File: src/design/f2dpm_pkg.sv
// ----------------------------------------------------------------------------
// f2dpm_pkg
// Types and constants shared by the two-dimensional prefix maximum tree.
// ----------------------------------------------------------------------------
package f2dpm_pkg;

   localparam int COORD_W     = 7;
   localparam int WALK_W      = COORD_W + 1;
   localparam int SIZE_W      = 7;
   localparam int IN_VALUE_W  = 32;
   localparam int OUT_W       = 32;
   localparam int CSR_INDEX_W = 1;
   localparam int QUEUE_DEPTH = 2;
   localparam int QPTR_W      = 1;

   localparam logic [SIZE_W-1:0] SIZE_RESET = 7'd64;

   typedef enum logic [CSR_INDEX_W-1:0] {
      REG_ROWS = 1'b0,
      REG_COLS = 1'b1
   } f2dpm_reg_type;

   typedef enum logic {
      FUNC_RAISE = 1'b0,
      FUNC_QUERY = 1'b1
   } f2dpm_func_type;

   typedef struct packed {
      logic               is_query;
      logic [COORD_W-1:0] row;
      logic [COORD_W-1:0] col;
   } f2dpm_cmd_type;

   typedef struct packed {
      logic              clear_req;
      logic [SIZE_W-1:0] rows;
      logic [SIZE_W-1:0] cols;
   } f2dpm_ctl_type;

   typedef enum logic [1:0] {
      BACK_CLEAR,
      BACK_IDLE,
      BACK_WALK,
      BACK_DRAIN
   } f2dpm_back_state_type;

endpackage

File: src/design/f2dpm_queue.sv
// ----------------------------------------------------------------------------
// f2dpm_queue
// Short command queue between the front and the back.
// ----------------------------------------------------------------------------
module f2dpm_queue
   import f2dpm_pkg::*;
#(
   parameter int VALUE_WIDTH = 32
) (
   input  logic                   clock,
   input  logic                   reset,
   input  logic                   push,
   input  f2dpm_cmd_type          push_cmd,
   input  logic [VALUE_WIDTH-1:0] push_value,
   input  logic                   pop,
   output f2dpm_cmd_type          head_cmd,
   output logic [VALUE_WIDTH-1:0] head_value,
   output logic                   empty,
   output logic                   full
);

   f2dpm_cmd_type          cmd_ff [QUEUE_DEPTH];
   logic [VALUE_WIDTH-1:0] val_ff [QUEUE_DEPTH];
   logic [QPTR_W-1:0]      wr_ptr_ff;
   logic [QPTR_W-1:0]      wr_ptr_in;
   logic [QPTR_W-1:0]      rd_ptr_ff;
   logic [QPTR_W-1:0]      rd_ptr_in;
   logic [QPTR_W:0]        count_ff;
   logic [QPTR_W:0]        count_in;

   always_comb begin
      empty      = (count_ff == '0);
      full       = (count_ff == (QPTR_W+1)'(QUEUE_DEPTH));
      head_cmd   = cmd_ff[rd_ptr_ff];
      head_value = val_ff[rd_ptr_ff];
      wr_ptr_in  = push ? wr_ptr_ff + 1'b1 : wr_ptr_ff;
      rd_ptr_in  = pop ? rd_ptr_ff + 1'b1 : rd_ptr_ff;
      count_in   = count_ff + (QPTR_W+1)'(push) - (QPTR_W+1)'(pop);
   end

   always_ff @(posedge clock) begin
      if (reset) begin
         wr_ptr_ff <= '0;
         rd_ptr_ff <= '0;
         count_ff  <= '0;
      end else begin
         wr_ptr_ff <= wr_ptr_in;
         rd_ptr_ff <= rd_ptr_in;
         count_ff  <= count_in;
      end
   end

   always_ff @(posedge clock) begin
      if (push) begin
         cmd_ff[wr_ptr_ff] <= push_cmd;
         val_ff[wr_ptr_ff] <= push_value;
      end
   end

endmodule

File: config.mk
export PLATFORM = sky130hd
export DESIGN_NAME = f2dpm_queue
export DESIGN_NICKNAME = d
export VERILOG_FILES = /design/src/design/f2dpm_pkg.sv /design/src/design/f2dpm_queue.sv
export SDC_FILE = /design/constraint.sdc
export NUM_CORES = 1
export LEC_CHECK = 0
export BUFFER_PORTS_ARGS = -buffer_cell sky130_fd_sc_hd__buf_2
export CORE_MARGIN = 3
export CORE_UTILIZATION = 56
export CTS_CLUSTER_DIAMETER = 80
export DETAILED_ROUTE_END_ITERATION = 16
export PLACE_DENSITY = 0.8
export SLEW_MARGIN = 20
export SYNTH_ARGS = -nofsm -noshare
export SYNTH_HDL_FRONTEND = slang
export SYNTH_SLANG_ARGS = --single-unit
export TNS_END_PERCENT = 100
File: constraint.sdc
create_clock -name clock -period 6.96 [get_ports clock]
set_input_delay 1.392 -clock clock [delete_from_list [all_inputs] [get_ports clock]]
set_output_delay 1.392 -clock clock [all_outputs]
set_load 0.005 [all_outputs]
# --- Yosys cells after proc, flatten, opt, wreduce, memory -nomap -nowiden ---
# Memories as Yosys holds them, arrays and structs flattened. A register that Yosys moved wholly into a read port is not among the register bits.
# Cells that the tools add are included.
# W data, S select, Z words.
classes:
  add_sub_neg: 4
  eq_ne: 1
  muxes: 6
  n_reduce_logical: 1
ops:
  columns: ["cell", "n"]
  rows:
  - ["$mux W1", 6]
  - ["$add A1 B1 Y1 const B", 2]
  - ["$add A2 B1 Y2", 1]
  - ["$eq A2 B2 Y1 const B", 1]
  - ["$logic_not A2 Y1", 1]
  - ["$sub A2 B1 Y2", 1]
word_totals:
  register_bits: 4
  mem_bits_rw: 94
  inputBits: 51
  elab_cells: 17
  memories: 2
mem_list:
  columns: ["memory", "words", "word_bits", "rd", "rd_clocked_by_memory_dff", "write_ports", "line", "text"]
  rows:
  - ["val_ff", 2, 32, 1, 1, 1, "f2dpm_queue.sv:23", "logic [VALUE_WIDTH-1:0] val_ff [QUEUE_DEPTH];"]
  - ["cmd_ff", 2, 15, 1, 1, 1, "f2dpm_queue.sv:22", "f2dpm_cmd_type cmd_ff [QUEUE_DEPTH];"]

# --- Longest topological paths before layout ---
depth:
  depth_word: 3
  mapped_depth: 6
  ltp_nobuf: 6

# --- Worst setup path before layout ---
# OpenSTA, ideal clock, no wires.
synth_path:
  kind: "input -> register"
  from: "input port push"
  to: "memory cmd_ff[0][0] (netlist name) (enable)"
  arrival_ns: 3.480
  slack_ns: 3.022
  stages: 1
  n_path_buf: 0
  cell_sequence: "nor2b_1"
synth_between:
  elab_chain_len: 2
synth_lines:
  columns: ["item", "line", "text"]
  rows:
  - ["start: declaration", "f2dpm_queue.sv:12", "input logic push,"]
  - ["$mux W1", "f2dpm_queue.sv:54", "if (push) begin"]
  - ["$mux W1 (not written as such)", "f2dpm_queue.sv:55", "cmd_ff[wr_ptr_ff] <= push_cmd;"]
  - ["end: declaration", "f2dpm_queue.sv:22", null]
# Every way passes these cells.

==> flow_metrics.tcl <==
set metrics [dict create \
    post-route-period-util 0.481 \
    core_area_um2 6390 \
    clockRootBuffer "clkbuf_8" \
    cts-htree-levels 3 \
    drt-total-wl_um 6110 \
    fin_crit_ns 3.35 \
    drt_iter0_markers 125 \
    ff2ff_path_depth 2 \
    antenna_found_initial 0 \
    grt_max_degree 48 \
    place_congestion 0.723 \
    grt_usage 0.166 \
    post-cts-setup-buffers 0 \
    grt_pass1_vias 1838 \
    synth_top_area_cell "edfxtp_1" \
    hp-start "rd_ptr_ff$_SDFFE_PP0P_" \
    arrival_ns 1.96 \
    cts_tree "built" \
    status "completed" \
    clkSinkCount 99 \
    switching_power_uw 258 \
    yosysWarnings 0 \
    clockBufferDepth 2 \
    yosysTopAreaCellShare 0.757 \
    yosysSeqAreaShare 0.783 \
    ctsHoldBuffers 0 \
    dieArea_um2 7680 \
    leakage_nw 1.78 \
    die_height_um 87.6 \
    cpPeakStageDelay_ns 0.58 \
    ys_seq_elements 99 \
    p_int_uw 978 \
    finish.instance_area_um2 4510 \
    cp_max_fo 38 \
    firstDrtPassIters 4 \
    clock_latency_ns 0.34 \
    clockPowerShare 0.307 \
    antenna_left 0 \
    slew_violations 0 \
    tightest_slew_ns 0.672 \
    grt_pass1_wl_um 9230 \
    place_worst_setup_slack_ns 3.97 \
    fin_setup_tns_ns 0 \
    finalHoldWorstSlack_ns 0.555 \
    cp_cell_sequence "buf_4, mux2_2, buf_2" \
    power_switching_share 0.209 \
    syn_avg_cell_area_um2 22.3 \
    rsz0062_at_grt "false" \
    whs_path_depth 2 \
    synth.top_cells.by_area "edfxtp_1 76%, mux2_4 12%, mux2_2 5.1%" \
    clock.fmax_mhz 299 \
    layout_setup_ws_ns 3.61 \
    maxCapViolCount 0 \
    drc 0 \
    synthCells 167 \
    worstReg2RegStart "wr_ptr_ff$_SDFFE_PP0P_" \
    final_hold_viol_count 0 \
    grt_overflow 0 \
    n_antenna_cell 0 \
    crit_path_end_kind "output port" \
    synth_cell_types 13 \
    worst_setup_path_start_kind "register" \
    synth_nets 220 \
    start_util 0.584 \
    dp_hpwl_um 4180 \
    drive_gt1_frac 0.588 \
    setup_viol_count_final 0 \
    routed_via_density 5.16 \
    portBuffers 99 \
    num_rows 29 \
    cts_resized 0 \
    hold_class "register to register" \
    numCtsBuffers 9 \
    power_frac_comb 0.120 \
    cp.required_ns 5.57 \
    wl_per_cell_um 17.2 \
    critPathSlowestCell "buf_4" \
    ir_drop_uv 186 \
    clk_pin_slew_ns 0.08 \
    dieWidth_um 87.6 \
    vias 1838 \
    fin_nets 327 \
    worst-setup-path-type "register to output port" \
    power.share.sequential 0.573 \
    placed_area_um2 4300 \
    ioPinCount 100 \
    slew-limit-headroom 0.552 \
    skew_ns 0.00490 \
    syn_to_final_growth_pct 20.8 \
    syn_area_um2 3730 \
    power_density_nw_per_um2 274 \
]
power by group through the flow:
stage | logic [mW] | registers [mW] | clock network, mW
5_1_grt | 0.161 | 0.712 | 0.417
3_3_place_gp | 0.147 | 0.719 | 0
4_1_cts | 0.151 | 0.708 | 0.386
6_report | 0.148 | 0.708 | 0.379
2_1_floorplan | 0.0924 | 0.717 | 0
3_5_place_dp | 0.150 | 0.722 | 0
final cells by class:
class | instances | area, um2
Sequential cell | 99 | 2920
Fill cell | 426 | 1880
Multi-Input combinational cell | 61 | 761
Timing Repair Buffer | 101 | 510
Clock buffer | 10 | 128
Tap cell | 77 | 96.3
Clock inverter | 6 | 80.1
Inverter | 2 | 7.51
Yosys cell counts (all sizes together):
library cell,count
nor2,5
inv,2
xnor3,1
nor2b,3
edfxtp,94
ha,2
buf,5
and2,1
dfxtp,5
xnor2,2
mux2,47
metal layers:
| metal | track usage | vias to the layer above | wire (um) |
|---|---|---|---|
| met2 | 0.264 | 76 | 3090 |
| met1 | 0.211 | 895 | 2500 |
| met5 | 0 | - | 0 |
| met3 | 0.0536 | 8 | 409 |
| met4 | 0.0711 | 0 | 114 |
| li1 | - | 859 | - |
per-stage QoR:
stage          instances  power, mW  utilization
2_1_floorplan        167      0.809            -
3_3_place_gp         340      0.866        0.673
3_5_place_dp         340      0.872        0.673
4_1_cts              356       1.25        0.706
5_1_grt              356       1.29        0.706
6_report             356       1.24        0.706
kinds of logic (layout without fill, tap and decap cells):
group,Yosys count,after routing,synth area share
flip-flops,99,99,0.783
multiplexers,47,47,0.172
AND/OR/NAND/NOR,9,9,0.0117
buffers and inverters,7,119,0.0154
XOR/XNOR,3,3,0.0107
adder cells (fa/ha/maj),2,2,0.00671
cell usage in the layout (no fill, tap or decap):
cell and count:
dfxtp_2 1, ha_1 2, clkinv_1 2, dfxtp_1 4, buf_4 2, bufinv_16 2
and2_4 1, clkinvlp_4 1, clkinv_2 1, mux2_4 30, nor2b_4 1, edfxtp_1 94
nor2b_1 2, mux2_2 17, nor2_1 5, clkbuf_8 9, xnor2_1 2, buf_2 99
inv_1 2, clkbuf_1 1, xnor3_1 1
registers in the layout, indices dropped and copies added (netlist names), named ones only:
name       flops
val_ff        64
cmd_ff        30
count_ff       2
rd_ptr_ff      1
wr_ptr_ff      1
critical path, delay by kind of cell (launching register included):
kind,cells,cell delay [ns]
DFF,1,0.46
buffers and inverters,2,0.70
muxes,1,0.40
final timing paths:
kind              slack [ns]                      end
setup / recovery        3.61           head_value[21]
hold / removal          0.55   rd_ptr_ff$_SDFFE_PP0P_
setup reg to reg        5.28  val_ff[0][12]$_DFFE_PP_
hold reg to reg         0.55   rd_ptr_ff$_SDFFE_PP0P_
No activity file was read; power rests on OpenSTA's default activity.
