File: config.mk
export PLATFORM = sky130hd
export DESIGN_NAME = f2dpm_front
export DESIGN_NICKNAME = d
export VERILOG_FILES = /design/src/design/f2dpm_pkg.sv /design/src/design/f2dpm_front.sv
export SDC_FILE = /design/constraint.sdc
export NUM_CORES = 1
export LEC_CHECK = 0
export BUFFER_PORTS_ARGS = -buffer_cell sky130_fd_sc_hd__buf_4
export CAP_MARGIN = 20
export CORE_MARGIN = 1.5
export CORE_UTILIZATION = 41
export CTS_CLUSTER_SIZE = 28
export DETAILED_ROUTE_END_ITERATION = 16
export PLACE_DENSITY = 0.94
export SYNTH_ARGS = -nofsm -noshare
export SYNTH_HDL_FRONTEND = slang
export SYNTH_SLANG_ARGS = --single-unit
File: constraint.sdc
create_clock -name clock -period 5.1 [get_ports clock]
set_input_delay 0.51 -clock clock [delete_from_list [all_inputs] [get_ports clock]]
set_output_delay 0.51 -clock clock [all_outputs]
set_load 0.03 [all_outputs]
File: src/design/f2dpm_pkg.sv
// ----------------------------------------------------------------------------
// f2dpm_pkg
// Types and constants shared by the two-dimensional prefix maximum tree.
// ----------------------------------------------------------------------------
package f2dpm_pkg;

   localparam int COORD_W     = 7;
   localparam int WALK_W      = COORD_W + 1;
   localparam int SIZE_W      = 7;
   localparam int IN_VALUE_W  = 32;
   localparam int OUT_W       = 32;
   localparam int CSR_INDEX_W = 1;
   localparam int QUEUE_DEPTH = 2;
   localparam int QPTR_W      = 1;

   localparam logic [SIZE_W-1:0] SIZE_RESET = 7'd64;

   typedef enum logic [CSR_INDEX_W-1:0] {
      REG_ROWS = 1'b0,
      REG_COLS = 1'b1
   } f2dpm_reg_type;

   typedef enum logic {
      FUNC_RAISE = 1'b0,
      FUNC_QUERY = 1'b1
   } f2dpm_func_type;

   typedef struct packed {
      logic               is_query;
      logic [COORD_W-1:0] row;
      logic [COORD_W-1:0] col;
   } f2dpm_cmd_type;

   typedef struct packed {
      logic              clear_req;
      logic [SIZE_W-1:0] rows;
      logic [SIZE_W-1:0] cols;
   } f2dpm_ctl_type;

   typedef enum logic [1:0] {
      BACK_CLEAR,
      BACK_IDLE,
      BACK_WALK,
      BACK_DRAIN
   } f2dpm_back_state_type;

endpackage

File: src/design/f2dpm_front.sv
// ----------------------------------------------------------------------------
// f2dpm_front
// Holds the size registers, accepts transactions and classifies them.
// ----------------------------------------------------------------------------
module f2dpm_front
   import f2dpm_pkg::*;
#(
   parameter int MAX_ROWS    = 64,
   parameter int MAX_COLS    = 64,
   parameter int VALUE_WIDTH = 32
) (
   input  logic                   clock,
   input  logic                   reset,
   input  logic                   start,
   output logic                   busy,
   input  logic                   req_func,
   input  logic [COORD_W-1:0]     req_row,
   input  logic [COORD_W-1:0]     req_col,
   input  logic [IN_VALUE_W-1:0]  req_value,
   input  logic                   csr_we,
   input  logic [CSR_INDEX_W-1:0] csr_index,
   input  logic [SIZE_W-1:0]      csr_wdata,
   input  logic                   back_clearing,
   input  logic                   queue_full,
   output logic                   push,
   output f2dpm_cmd_type          push_cmd,
   output logic [VALUE_WIDTH-1:0] push_value,
   output f2dpm_ctl_type          ctl
);

   localparam int ROW_LIMIT = (MAX_ROWS > 127) ? 127 : MAX_ROWS;
   localparam int COL_LIMIT = (MAX_COLS > 127) ? 127 : MAX_COLS;

   logic [SIZE_W-1:0]                rows_ff;
   logic [SIZE_W-1:0]                cols_ff;
   logic [SIZE_W-1:0]                eff_rows;
   logic [SIZE_W-1:0]                eff_cols;
   logic [VALUE_WIDTH+IN_VALUE_W-1:0] value_ext;
   logic                             accept;
   logic                             is_query;
   logic                             update_ok;

   always_ff @(posedge clock) begin
      if (reset) begin
         rows_ff <= SIZE_RESET;
         cols_ff <= SIZE_RESET;
      end else if (csr_we) begin
         case (csr_index)
            REG_ROWS: rows_ff <= csr_wdata;
            REG_COLS: cols_ff <= csr_wdata;
            default:  ;
         endcase
      end
   end

   always_comb begin
      eff_rows  = (rows_ff > SIZE_W'(ROW_LIMIT)) ? SIZE_W'(ROW_LIMIT) : rows_ff;
      eff_cols  = (cols_ff > SIZE_W'(COL_LIMIT)) ? SIZE_W'(COL_LIMIT) : cols_ff;
      busy      = back_clearing || queue_full;
      accept    = start && !busy;
      is_query  = (req_func == FUNC_QUERY);
      update_ok = (req_row != '0) && (req_col != '0) &&
                  (req_row <= eff_rows) && (req_col <= eff_cols);
      push      = accept && (is_query || update_ok);

      push_cmd.is_query = is_query;
      if (is_query) begin
         push_cmd.row = (req_row > eff_rows) ? eff_rows : req_row;
         push_cmd.col = (req_col > eff_cols) ? eff_cols : req_col;
      end else begin
         push_cmd.row = req_row;
         push_cmd.col = req_col;
      end

      value_ext  = {{VALUE_WIDTH{1'b0}}, req_value};
      push_value = value_ext[VALUE_WIDTH-1:0];

      ctl.clear_req = csr_we && ((csr_index == REG_ROWS) || (csr_index == REG_COLS));
      ctl.rows      = eff_rows;
      ctl.cols      = eff_cols;
   end

endmodule

## Word level (Yosys, flattened, before mapping)

Index checks and enable logic that the tools add are counted.

- Input port bits: 61
- Register bits after elaboration: 14
- Memory bits (read-only): 0
- Latch bits: 0
- Bits in writable memories: 0
- Memories: 0
- Output and inout bits: 64

- Muxes and demuxes: 5
- Shift-type cells: 0
- Eq/ne operators: 0
- $lt $le $gt $ge: 6
- Reduce and logical (&&, ||, !) cells: 12
- Multipliers: 0
- Add/subtract/negate cells: 0
- Div/mod/pow operators: 0
- Bitwise operators: 1

Operators with widths:

| cell | number |
|---|---|
| $mux W7 | 4 |
| $gt A7 B7 Y1 | 2 |
| $gt A7 B7 Y1 const B | 2 |
| $le A7 B7 Y1 | 2 |
| $mux W14 | 1 |
| $reduce_bool A7 Y1 | 2 |
| $logic_and A1 B1 Y1 | 5 |
| $reduce_and A2 Y1 | 2 |
| $logic_or A1 B1 Y1 | 2 |
| $logic_not A1 Y1 | 1 |
| $not A1 Y1 | 1 |

## Longest topological paths before layout

Gate-level depths: netlist of the first run.

- Depth after elaboration: 7
- Mapped depth: 7
- Depth with buffers taken out: 7

## Least setup slack after synthesis of the first run

No wires, ideal clock.

- Path type: register to output
- From: register cols_ff[6]
- To: output push_cmd[0] (netlist name)
- Arrival: 2.139 ns
- Cell stages (with the launch flop): 7
- Setup slack: 2.451 ns
- Data required time: 4.590 ns
- Buffers on the path: 0
- Cell sequence: dfxtp_1 > nor2b_1 > ha_1 > nand3b_1 > a21boi_4 > o311ai_4 > mux2_2

RTL lines:

| element | RTL line | text |
|---|---|---|
| from (decl) | f2dpm_front.sv:35 | `logic [SIZE_W-1:0] cols_ff;` |
| from (signal assigned) | f2dpm_front.sv:50 | `REG_COLS: cols_ff <= csr_wdata;` |
| to (decl) | f2dpm_front.sv:26 | `output f2dpm_cmd_type push_cmd,` |

==> metrics.md, run 1 <==
| Metric | Value |
|---|---|
| Cts hold-fix bufs | `0` |
| Peak supply drop | `142 uV` |
| Layout cells sized above 1 | `40.9%` |
| Critical path arrival | `2.63 ns` |
| Number of post-CTS setup repair buffers | `0` |
| Post-route DRC | `0` |
| CTS tree | `built` |
| FF/Latch Area | `280 sq um` |
| Vias in the first global route | `1250` |
| Startpoint types | `register` |
| Vias per inst | `5.29` |
| Yosys cell types | `30` |
| Placer Congestion | `0.848` |
| Worst-path clk slew | `0.08 ns` |
| Syn nets | `254` |
| Cell count after synthesis | `179` |
| First-pass GRT wire length | `5380 microns` |
| Sum Neg Setup Slack | `0 ns` |
| Slew HR | `65.8%` |
| CP peak stage delay | `0.44 ns` |
| Final Hold Viols | `0` |
| HP Class | `in -> reg` |
| Die Span Y | `62.4 microns` |
| Multi-input logic area | `833 sq um` |
| Type of destination of the critical path | `output pin` |
| Commonest non-fill, non-tap cell in the layout | `buf_4` |
| Clk_lat worst skew | `0.28 ns` |
| Average size of a mapped cell | `8.07 sq um` |
| Max_cap viols | `0` |
| TritonRoute pass-1 iters | `4` |
| Synth warn | `0` |
| Final ANT Viol Nets | `0` |
| Die area | `0.00389 sq mm` |
| Area of the core | `0.00336 sq mm` |
| Peak Freq | `319 MHz` |
| Routed vias | `1316` |
| CP max FO | `7` |
| Crit path max-delay cell type | `o311ai_4` |
| Tmin final | `3.14 ns` |
| Worst Path Required | `4.59 ns` |
| Crit share post-route | `61.6%` |
| Pwr dens | `195 mW/mm^2` |
| Level count of the clock H-tree | `1` |
| Input/output buffers | `60` |
| Worst slew pin tran | `0.512 ns` |
| Post-synthesis sequential area ratio | `19.4%` |
| Total GRT Usage | `17.1%` |
| Crit path buf inv count | `2` |
| Slew Viols, Final | `0` |
| Delay-heaviest family, CP | `compound AO/OA/AOI/OAI gates` |
| Nets | `279` |
| FILL cells | `327` |
| Pin count of the biggest net entering global routing | `15` |
| Placed cell area | `0.00167 sq mm` |
| GRT overflow | `0` |
| Io pins | `125` |
| Setup violators final | `0` |
| Area grow syn2layout | `18.4%` |
| Design area | `0.00171 sq mm` |
| # diodes | `0` |
| WL/cell | `13.5 microns` |
| Initial Util | `43.0%` |
| Initial DRC count | `45` |
| Status | `complete, no violations` |
| Synthesized cell area | `0.00145 sq mm` |
| Initial antenna violation count | `0` |
| Post-DP HPWL | `2880 microns` |
| Post-CTS resize count | `0` |
| Yosys reg bits | `14` |
| Critical-path cell list | `inv_1 > nand2_1 > ha_1 > and4_1 > a21boi_4 > o311ai_4 > mux2_2 > buf_4` |
| Die Wd | `62.4 microns` |
| CTS max path bufs | `2` |
| RSZ-0062 raised after global routing | `no` |
| CTS buffer count | `3` |
| CTS Sinks | `14` |
| CTS root buffer | `clkbuf_4` |
| Leak Pwr | `0.844 nW` |
| Critical path type | `reg -> out` |
| Row count | `21` |
| Detailed Route WL | `3370 microns` |
| Most frequent cells in the layout | `60 x buf_4, 29 x nand2_1, 15 x a21oi_1` |
| Final Skew | `0 ns` |
[cell type report]
class,instances,area share (%)
sequential,14,16.4
timing repair buffer,60,26.3
multi-input combinational,111,48.7
clock buffer,4,2.12
tap,46,3.37
inverter,14,3.07
[metal layers]
| metal | vias to the layer above | track usage [%] | wire (microns) | share of wire [%] |
|---|---|---|---|---|
| met5 | - | 0 | 0 | 0 |
| met4 | 0 | 6.67 | 56 | 1.7 |
| met3 | 9 | 4.14 | 256 | 7.6 |
| met2 | 65 | 30.8 | 1730 | 51 |
| met1 | 613 | 19.3 | 1320 | 39 |
| li1 | 629 | - | - | - |
[report_power, final]
part / leakage [nW] / internal (W) / switching (W)
combinational: 0.708 / 0.0000602 / 0.0000753
sequential: 0.115 / 0.000115 / 0.00000352
clock: 0.0210 / 0.0000435 / 0.0000359
[path summary, 6_finish.rpt]
| kind | cells after the start | slack (ns) | from | to |
|---|---|---|---|---|
| setup / recovery | 8 | 1.96 | rows_ff[6] | push_cmd[9] |
| hold / removal | 2 | 0.45 | csr_wdata[6] | rows_ff[6] |
| setup reg to reg | 3 | 4.13 | rows_ff[6] | rows_ff[6] |
| hold reg to reg | 2 | 0.46 | rows_ff[2] | rows_ff[2] |
[through the flow]
step	instances	hold slack [ns]	worst slack, ns	util (%)	total power (W)
final	249	0.452	1.96	50.9	0.000333
after global routing	249	0.447	1.77	50.9	0.000353
after CTS	249	0.447	1.96	50.9	0.000336
after detailed placement	245	0.448	2.26	49.8	0.000257
after global placement	245	0.442	2.31	49.8	0.000252
after floorplan	179	0.431	2.45	-	0.000251
[cell usage after synthesis, drive strengths merged]
cell type	instances	area share, %
a211oi	2	1.0
nor4	1	0.43
a21boi	2	2.6
o41ai	1	0.61
nor3	1	0.35
nand2b	1	0.43
nand3b	2	1.0
nand2	29	7.5
a32o	1	0.69
nand4	2	0.87
and3	1	0.43
and4	2	1.2
o31ai	2	1.0
buf	35	18
a211o	2	1.2
inv	14	3.6
dfxtp	14	19
ha	14	12
or4	1	0.52
a21oi	15	5.2
nor3b	1	0.52
nand3	6	2.1
nor2b	3	1.3
clkbuf	5	1.3
o311ai	2	3.6
o21ai	2	0.69
mux2	14	11
nor2	3	0.78
or2	1	0.43
[cell families (layout without fill, tap and decap cells)]
group | after synthesis | count (layout) | synth area share [%]
AND/OR/NAND/NOR | 54 | 54 | 17.9
buffers and inverters | 54 | 78 | 22.9
AO/OA/AOI/OAI | 29 | 29 | 16.7
adder cells (fa/ha/maj) | 14 | 14 | 12.1
multiplexers | 14 | 14 | 10.9
flip-flops | 14 | 14 | 19.4
[flip-flops by register name, indices dropped and copies added (netlist names)]
name	flops
cols_ff	7
rows_ff	7
(Power assumes the default switching activity.)
==> run 2: changes to the inputs <==
--- a/config.mk
+++ b/config.mk
@@ -8,10 +8,10 @@
 export BUFFER_PORTS_ARGS = -buffer_cell sky130_fd_sc_hd__buf_4
 export CAP_MARGIN = 20
 export CORE_MARGIN = 1.5
-export CORE_UTILIZATION = 41
+export CORE_UTILIZATION = 35
 export CTS_CLUSTER_SIZE = 28
 export DETAILED_ROUTE_END_ITERATION = 16
-export PLACE_DENSITY = 0.94
+export PLACE_DENSITY = 0.86
 export SYNTH_ARGS = -nofsm -noshare
 export SYNTH_HDL_FRONTEND = slang
 export SYNTH_SLANG_ARGS = --single-unit
==> constraint.sdc (replaced) <==
create_clock -name clock -period 2.8 [get_ports clock]
set_input_delay 0.28 -clock clock [delete_from_list [all_inputs] [get_ports clock]]
set_output_delay 0.28 -clock clock [all_outputs]
set_load 0.03 [all_outputs]
==> run 2 against run 1 <==
Effect of this change: global-route usage fell by 1.6 points; total power increased by 100%; final area is 4.5% higher; combinational power up 94%; sequential share of layout area fell by 0.71 points; highest routed layer unchanged; clock-buffer cell count did not move; worst setup slack got worse by 1.9 ns; sequential power grew 83%; non-clock buffer count up 4; first-iteration DRC count fell by 31%; critical path depth is 1 higher.
==> metrics.md, run 2 (synthesis results as in run 1) <==
| Metric | Value |
|---|---|
| First-pass GRT wire length | `5400 microns (was 5380 microns)` |
| Final Hold Viols | `0 (unchanged)` |
| Biggest regs | `cols_ff: 7 flops, rows_ff: 7 flops (unchanged)` |
| CTS Sinks | `14 (unchanged)` |
| GRT overflow | `0 (unchanged)` |
| CTS root buffer | `clkbuf_8 (was clkbuf_4)` |
| Die Span Y | `67.3 microns (was 62.4 microns)` |
| Level count of the clock H-tree | `1 (unchanged)` |
| Area grow syn2layout | `23.7% (was 18.4%)` |
| Critical path arrival | `2.41 ns (was 2.63 ns)` |
| Design area | `0.00179 sq mm (was 0.00171 sq mm)` |
| Post-DP HPWL | `2860 microns (was 2880 microns)` |
| WL/cell | `13.7 microns (was 13.5 microns)` |
| Multi-input logic area | `845 sq um (was 833 sq um)` |
| Worst Path Required | `2.52 ns (was 4.59 ns)` |
| Placer Congestion | `0.875 (was 0.848)` |
| Initial Util | `36.4% (was 43.0%)` |
| Hold_ws | `0.252 ns (was 0.452 ns)` |
| Worst-path clk slew | `0.05 ns (was 0.08 ns)` |
| Startpoint types | `register (unchanged)` |
| Placed cell area | `0.00168 sq mm (was 0.00167 sq mm)` |
| Critical-path cell list | `inv_2 > nand2_1 > ha_1 > a211oi_2 > nor2_2 > o311ai_4 > buf_12 > mux2_2 > buf_4 (was inv_1 > nand2_1 > ha_1 > and4_1 > a21boi_4 > o311ai_4 > mux2_2 > buf_4)` |
| Layout cells sized above 1 | `44.4% (was 40.9%)` |
| Peak Freq | `372 MHz` |
| CTS buffer count | `3 (unchanged)` |
| Setup violators final | `0 (unchanged)` |
| Initial DRC count | `31 (was 45)` |
| Post-route DRC | `0 (unchanged)` |
| Total GRT Usage | `15.5% (was 17.1%)` |
| Slew HR | `68.5% (was 65.8%)` |
| CP max FO | `7 (unchanged)` |
| Worst slew pin tran | `0.471 ns (was 0.512 ns)` |
| Status | `complete, no violations (unchanged)` |
| Type of destination of the critical path | `output pin (unchanged)` |
| Die area | `0.00452 sq mm (was 0.00389 sq mm)` |
| FF/Latch Area | `280 sq um (unchanged)` |
| Pwr dens | `378 mW/mm^2 (was 195 mW/mm^2)` |
| Detailed Route WL | `3520 microns (was 3370 microns)` |
| Max_cap viols | `0 (unchanged)` |
| Vias per inst | `5.02 (was 5.29)` |
| # diodes | `0 (unchanged)` |
| Routed vias | `1289 (was 1316)` |
| HP Class | `in -> reg (unchanged)` |
| Io pins | `125 (unchanged)` |
| Initial antenna violation count | `0 (unchanged)` |
| FILL cells | `401 (was 327)` |
| Tmin final | `2.69 ns` |
| Clk_lat worst skew | `0.25 ns (was 0.28 ns)` |
| CTS max path bufs | `2 (unchanged)` |
| Die Wd | `67.3 microns (was 62.4 microns)` |
| Leak Pwr | `0.873 nW (was 0.844 nW)` |
| Vias in the first global route | `1232 (was 1250)` |
| CTS tree | `built (unchanged)` |
| TritonRoute pass-1 iters | `4 (unchanged)` |
| Slew Viols, Final | `0 (unchanged)` |
| Input/output buffers | `60 (unchanged)` |
| Peak supply drop | `266 uV (was 142 uV)` |
| CP peak stage delay | `0.34 ns (was 0.44 ns)` |
| Crit path max-delay cell type | `mux2_2 (was o311ai_4)` |
| Critical path type | `reg -> out (unchanged)` |
| Pin count of the biggest net entering global routing | `15 (unchanged)` |
| Area of the core | `0.00397 sq mm (was 0.00336 sq mm)` |
| Nets | `283 (was 279)` |
| Final Skew | `0 ns (unchanged)` |
| Commonest non-fill, non-tap cell in the layout | `buf_4 (unchanged)` |
| Core Util, Final | `45.0% (was 50.9%)` |
| Row count | `23 (was 21)` |
| Most frequent cells in the layout | `63 x buf_4, 29 x nand2_1 (was 60 x buf_4, 29 x nand2_1, 15 x a21oi_1)` |
| Final ANT Viol Nets | `0 (unchanged)` |
| Crit share post-route | `96.1%` |
## run 2: area by class of cell
cell class,count,share of cell area (%)
tap,50,3.50
timing repair buffer,64,27.6
inverter,14,2.94
multi-input combinational,111,47.2
clock buffer,4,3.08
sequential,14,15.7
## run 2: stage by stage
step                setup WS, ns  cells  setup TNS [ns]  power (W)
floorplan                  0.381    179               0   0.000458
global placement           0.238    249               0   0.000462
detailed placement         0.234    249               0   0.000467
CTS                      0.00494    254               0   0.000667
global route             -0.0203    257         -0.0673   0.000707
finish                     0.109    257               0   0.000676
## run 2: critical path, delay by kind of cell, from the launching register on
family	cells	cell delay (ns)
flops	1	0.33
simple gates	2	0.18
fa+ha+maj	1	0.31
compound gates	2	0.55
buf+inv	3	0.44
mux	1	0.34
## run 2: worst paths after layout
path | start | to | slack (ns) | cells past startpoint
setup / recovery | rows_ff[6] | push_cmd[9] | 0.11 | 9
hold / removal | csr_wdata[6] | rows_ff[6] | 0.25 | 2
setup reg to reg | rows_ff[6] | rows_ff[6] | 1.82 | 4
hold reg to reg | rows_ff[2] | rows_ff[2] | 0.46 | 2
## run 2: what timing repair did
action,4_1_cts,5_1_grt
hold buffers,0,0
gates resized for setup,0,5
setup endpoints to repair,7,14
pin swaps,1,1
buffers inserted,1,3
## run 2: layer usage
layer	wire (microns)	GRT usage, %
met5	0	0
met4	39	6.89
met3	229	2.17
met2	1810	27.6
met1	1440	18.3
## run 2: power by group
group          internal, W  switching [W]  leakage [nW]
Clock             0.000125      0.0000731        0.0288
Sequential        0.000209     0.00000667         0.115
Combinational     0.000120       0.000142         0.730
==> run 3: changes to the inputs <==
--- a/config.mk
+++ b/config.mk
@@ -7,8 +7,10 @@
 export LEC_CHECK = 0
 export BUFFER_PORTS_ARGS = -buffer_cell sky130_fd_sc_hd__buf_4
 export CAP_MARGIN = 20
+export CELL_PAD_IN_SITES_DETAIL_PLACEMENT = 0
+export CELL_PAD_IN_SITES_GLOBAL_PLACEMENT = 1
 export CORE_MARGIN = 1.5
-export CORE_UTILIZATION = 35
+export CORE_UTILIZATION = 23
 export CTS_CLUSTER_SIZE = 28
 export DETAILED_ROUTE_END_ITERATION = 16
 export PLACE_DENSITY = 0.86
==> run 3 against run 2 <==
Effect of this change: combinational power about the same; clock skew unchanged; global-route usage down 4.5 points; via count down 1.5%; total power down 4.8%; worst hold slack better by 0.011 ns; largest cell class unchanged.
==> metrics.md, run 3 (synthesis results as in run 1) <==
| Metric | Value |
|---|---|
| Die Span Y | `82.3 microns (was 67.3 microns)` |
| Final ANT Viol Nets | `0 (unchanged)` |
| Placer Congestion | `0.791 (was 0.875)` |
| Slew Viols, Final | `0 (unchanged)` |
| Type of destination of the critical path | `output pin (unchanged)` |
| Peak supply drop | `184 uV (was 266 uV)` |
| Input/output buffers | `60 (unchanged)` |
| Initial antenna violation count | `0 (unchanged)` |
| Post-DP HPWL | `3090 microns (was 2860 microns)` |
| Final Skew | `0 ns (unchanged)` |
| RSZ-0062 raised after global routing | `no` |
| Pwr dens | `353 mW/mm^2 (was 378 mW/mm^2)` |
| GR Util met1 | `13.7% (was 18.3%)` |
| Io pins | `125 (unchanged)` |
| Nets | `283 (unchanged)` |
| Routed vias | `1270 (was 1289)` |
| Vias in the first global route | `1279 (was 1232)` |
| Met3 usage | `2.20% (was 2.17%)` |
| Critical path type | `reg -> out (unchanged)` |
| Pwr Total | `0.000643 W (was 0.000676 W)` |
| Reg2Reg Setup Slack | `1.90 ns (was 1.82 ns)` |
| CTS buffer count | `3 (unchanged)` |
| Die Wd | `82.3 microns (was 67.3 microns)` |
| Global routing's busiest layer | `met2 (unchanged)` |
| Detailed Route WL | `3640 microns (was 3520 microns)` |
| Initial Util | `24.1% (was 36.4%)` |
| Total GRT Usage | `11.0% (was 15.5%)` |
| Post-route DRC | `0 (unchanged)` |
| Initial DRC count | `72 (was 31)` |
| Startpoint types | `register (unchanged)` |
| Tmin final | `2.66 ns (was 2.69 ns)` |
| Most frequent cells in the layout | `62 x buf_4, 29 x nand2_1, 14 x a21oi_1, 14 x mux2_2, 14 x dfxtp_1 (was 63 x buf_4, 29 x nand2_1)` |
| Peak Freq | `376 MHz (was 372 MHz)` |
| Met2 usage | `18.0% (was 27.6%)` |
| TritonRoute pass-1 iters | `4 (unchanged)` |
| # diodes | `0 (unchanged)` |
| Pin count of the biggest net entering global routing | `15 (unchanged)` |
| HP Class | `in -> reg (unchanged)` |
| Sum Neg Setup Slack | `0 ns (unchanged)` |
| Slew HR | `66.6% (was 68.5%)` |
| Core Util, Final | `30.4% (was 45.0%)` |
| Worst-path clk slew | `0.05 ns (about the same)` |
| Worst slew pin tran | `0.500 ns (was 0.471 ns)` |
| Biggest regs | `cols_ff: 7 flops, rows_ff: 7 flops (unchanged)` |
| Area of the core | `0.00599 sq mm (was 0.00397 sq mm)` |
| CTS max path bufs | `2 (unchanged)` |
| Clk_lat worst skew | `0.25 ns (about the same)` |
| Status | `complete, no violations (unchanged)` |
| Worst Path Required | `2.52 ns (about the same)` |
| Setup violators final | `0 (unchanged)` |
| Crit share post-route | `94.9% (was 96.1%)` |
| Final Hold Viols | `0 (unchanged)` |
| CTS tree | `built (unchanged)` |
| WL/cell | `13.0 microns (was 13.7 microns)` |
| Layout Cells excl Fill | `281 (was 257)` |
| Max_cap viols | `0 (unchanged)` |
| Layout cells sized above 1 | `44.7% (was 44.4%)` |
| Hold_ws | `0.263 ns (was 0.252 ns)` |
| Inst Count DP | `275 (was 249)` |
| First-pass GRT wire length | `5790 microns (was 5400 microns)` |
| Vias per inst | `4.52 (was 5.02)` |
| GRT overflow | `0 (unchanged)` |
| Critical path arrival | `2.38 ns (was 2.41 ns)` |
| CTS root buffer | `clkbuf_8 (unchanged)` |
| CP max FO | `7 (unchanged)` |
| Die area | `0.00677 sq mm (was 0.00452 sq mm)` |
| Row count | `28 (was 23)` |
| CTS Sinks | `14 (unchanged)` |
| Area grow syn2layout | `26.1% (was 23.7%)` |
| Level count of the clock H-tree | `1 (unchanged)` |
| Leak Pwr | `0.867 nW (was 0.873 nW)` |
| Commonest non-fill, non-tap cell in the layout | `buf_4 (unchanged)` |
-- run 3: power by group --
part / switching (W) / total, W / internal [W]
registers: 0.00000634 / 0.000216 / 0.000209
logic: 0.000142 / 0.000264 / 0.000122
clock network: 0.0000678 / 0.000163 / 0.0000952
-- run 3: worst paths after layout --
path	startpoint	to	cells after the start
setup / recovery	rows_ff[6]	push_cmd[13]	9
hold reg to reg	cols_ff[0]	cols_ff[0]	2
setup reg to reg	rows_ff[6]	rows_ff[6]	3
hold / removal	csr_wdata[6]	rows_ff[6]	2
-- run 3: timing repair --
action | 4_1_cts | 5_1_grt
hold buffers | 0 | 0
buffers inserted | 2 | 1
pin swaps | 2 | 2
gates resized for setup | 0 | 7
setup endpoints to repair | 14 | 14
endpoints found under the hold margin | 0 | 0
-- run 3: layer usage --
metal / part of all wire (%) / vias to the layer above / routed length (microns)
met5: 0 / - / 0
met4: 1.4 / 0 / 51
met3: 7.2 / 11 / 262
met2: 46 / 40 / 1690
met1: 45 / 583 / 1640
li1: - / 636 / -
-- run 3: critical path, cell delays in order (launching register included) --
cell      delay (ns)
dfxtp_1         0.34
inv_2           0.12
nand2_1         0.09
ha_1            0.31
a21oi_1         0.25
a21boi_4        0.10
o311ai_4        0.25
buf_4           0.17
mux2_2          0.33
buf_4           0.17
-- run 3: area by class of cell --
| class | instances | area (sq um) |
|---|---|---|
| fill | 648 | 4170 |
| tap | 75 | 93.8 |
| multi-input combinational | 111 | 857 |
| clock buffer | 3 | 41.3 |
| timing repair buffer | 64 | 497 |
| sequential | 14 | 280 |
| inverter | 14 | 52.6 |
-- run 3: through the flow --
| step | instance area, sq um | setup WS, ns |
|---|---|---|
| floorplan | 1450 | 0.381 |
| global placement | 1720 | 0.293 |
| detailed placement | 1720 | 0.211 |
| CTS | 1770 | 0.0169 |
| global route | 1820 | 0.00129 |
| finish | 1820 | 0.143 |
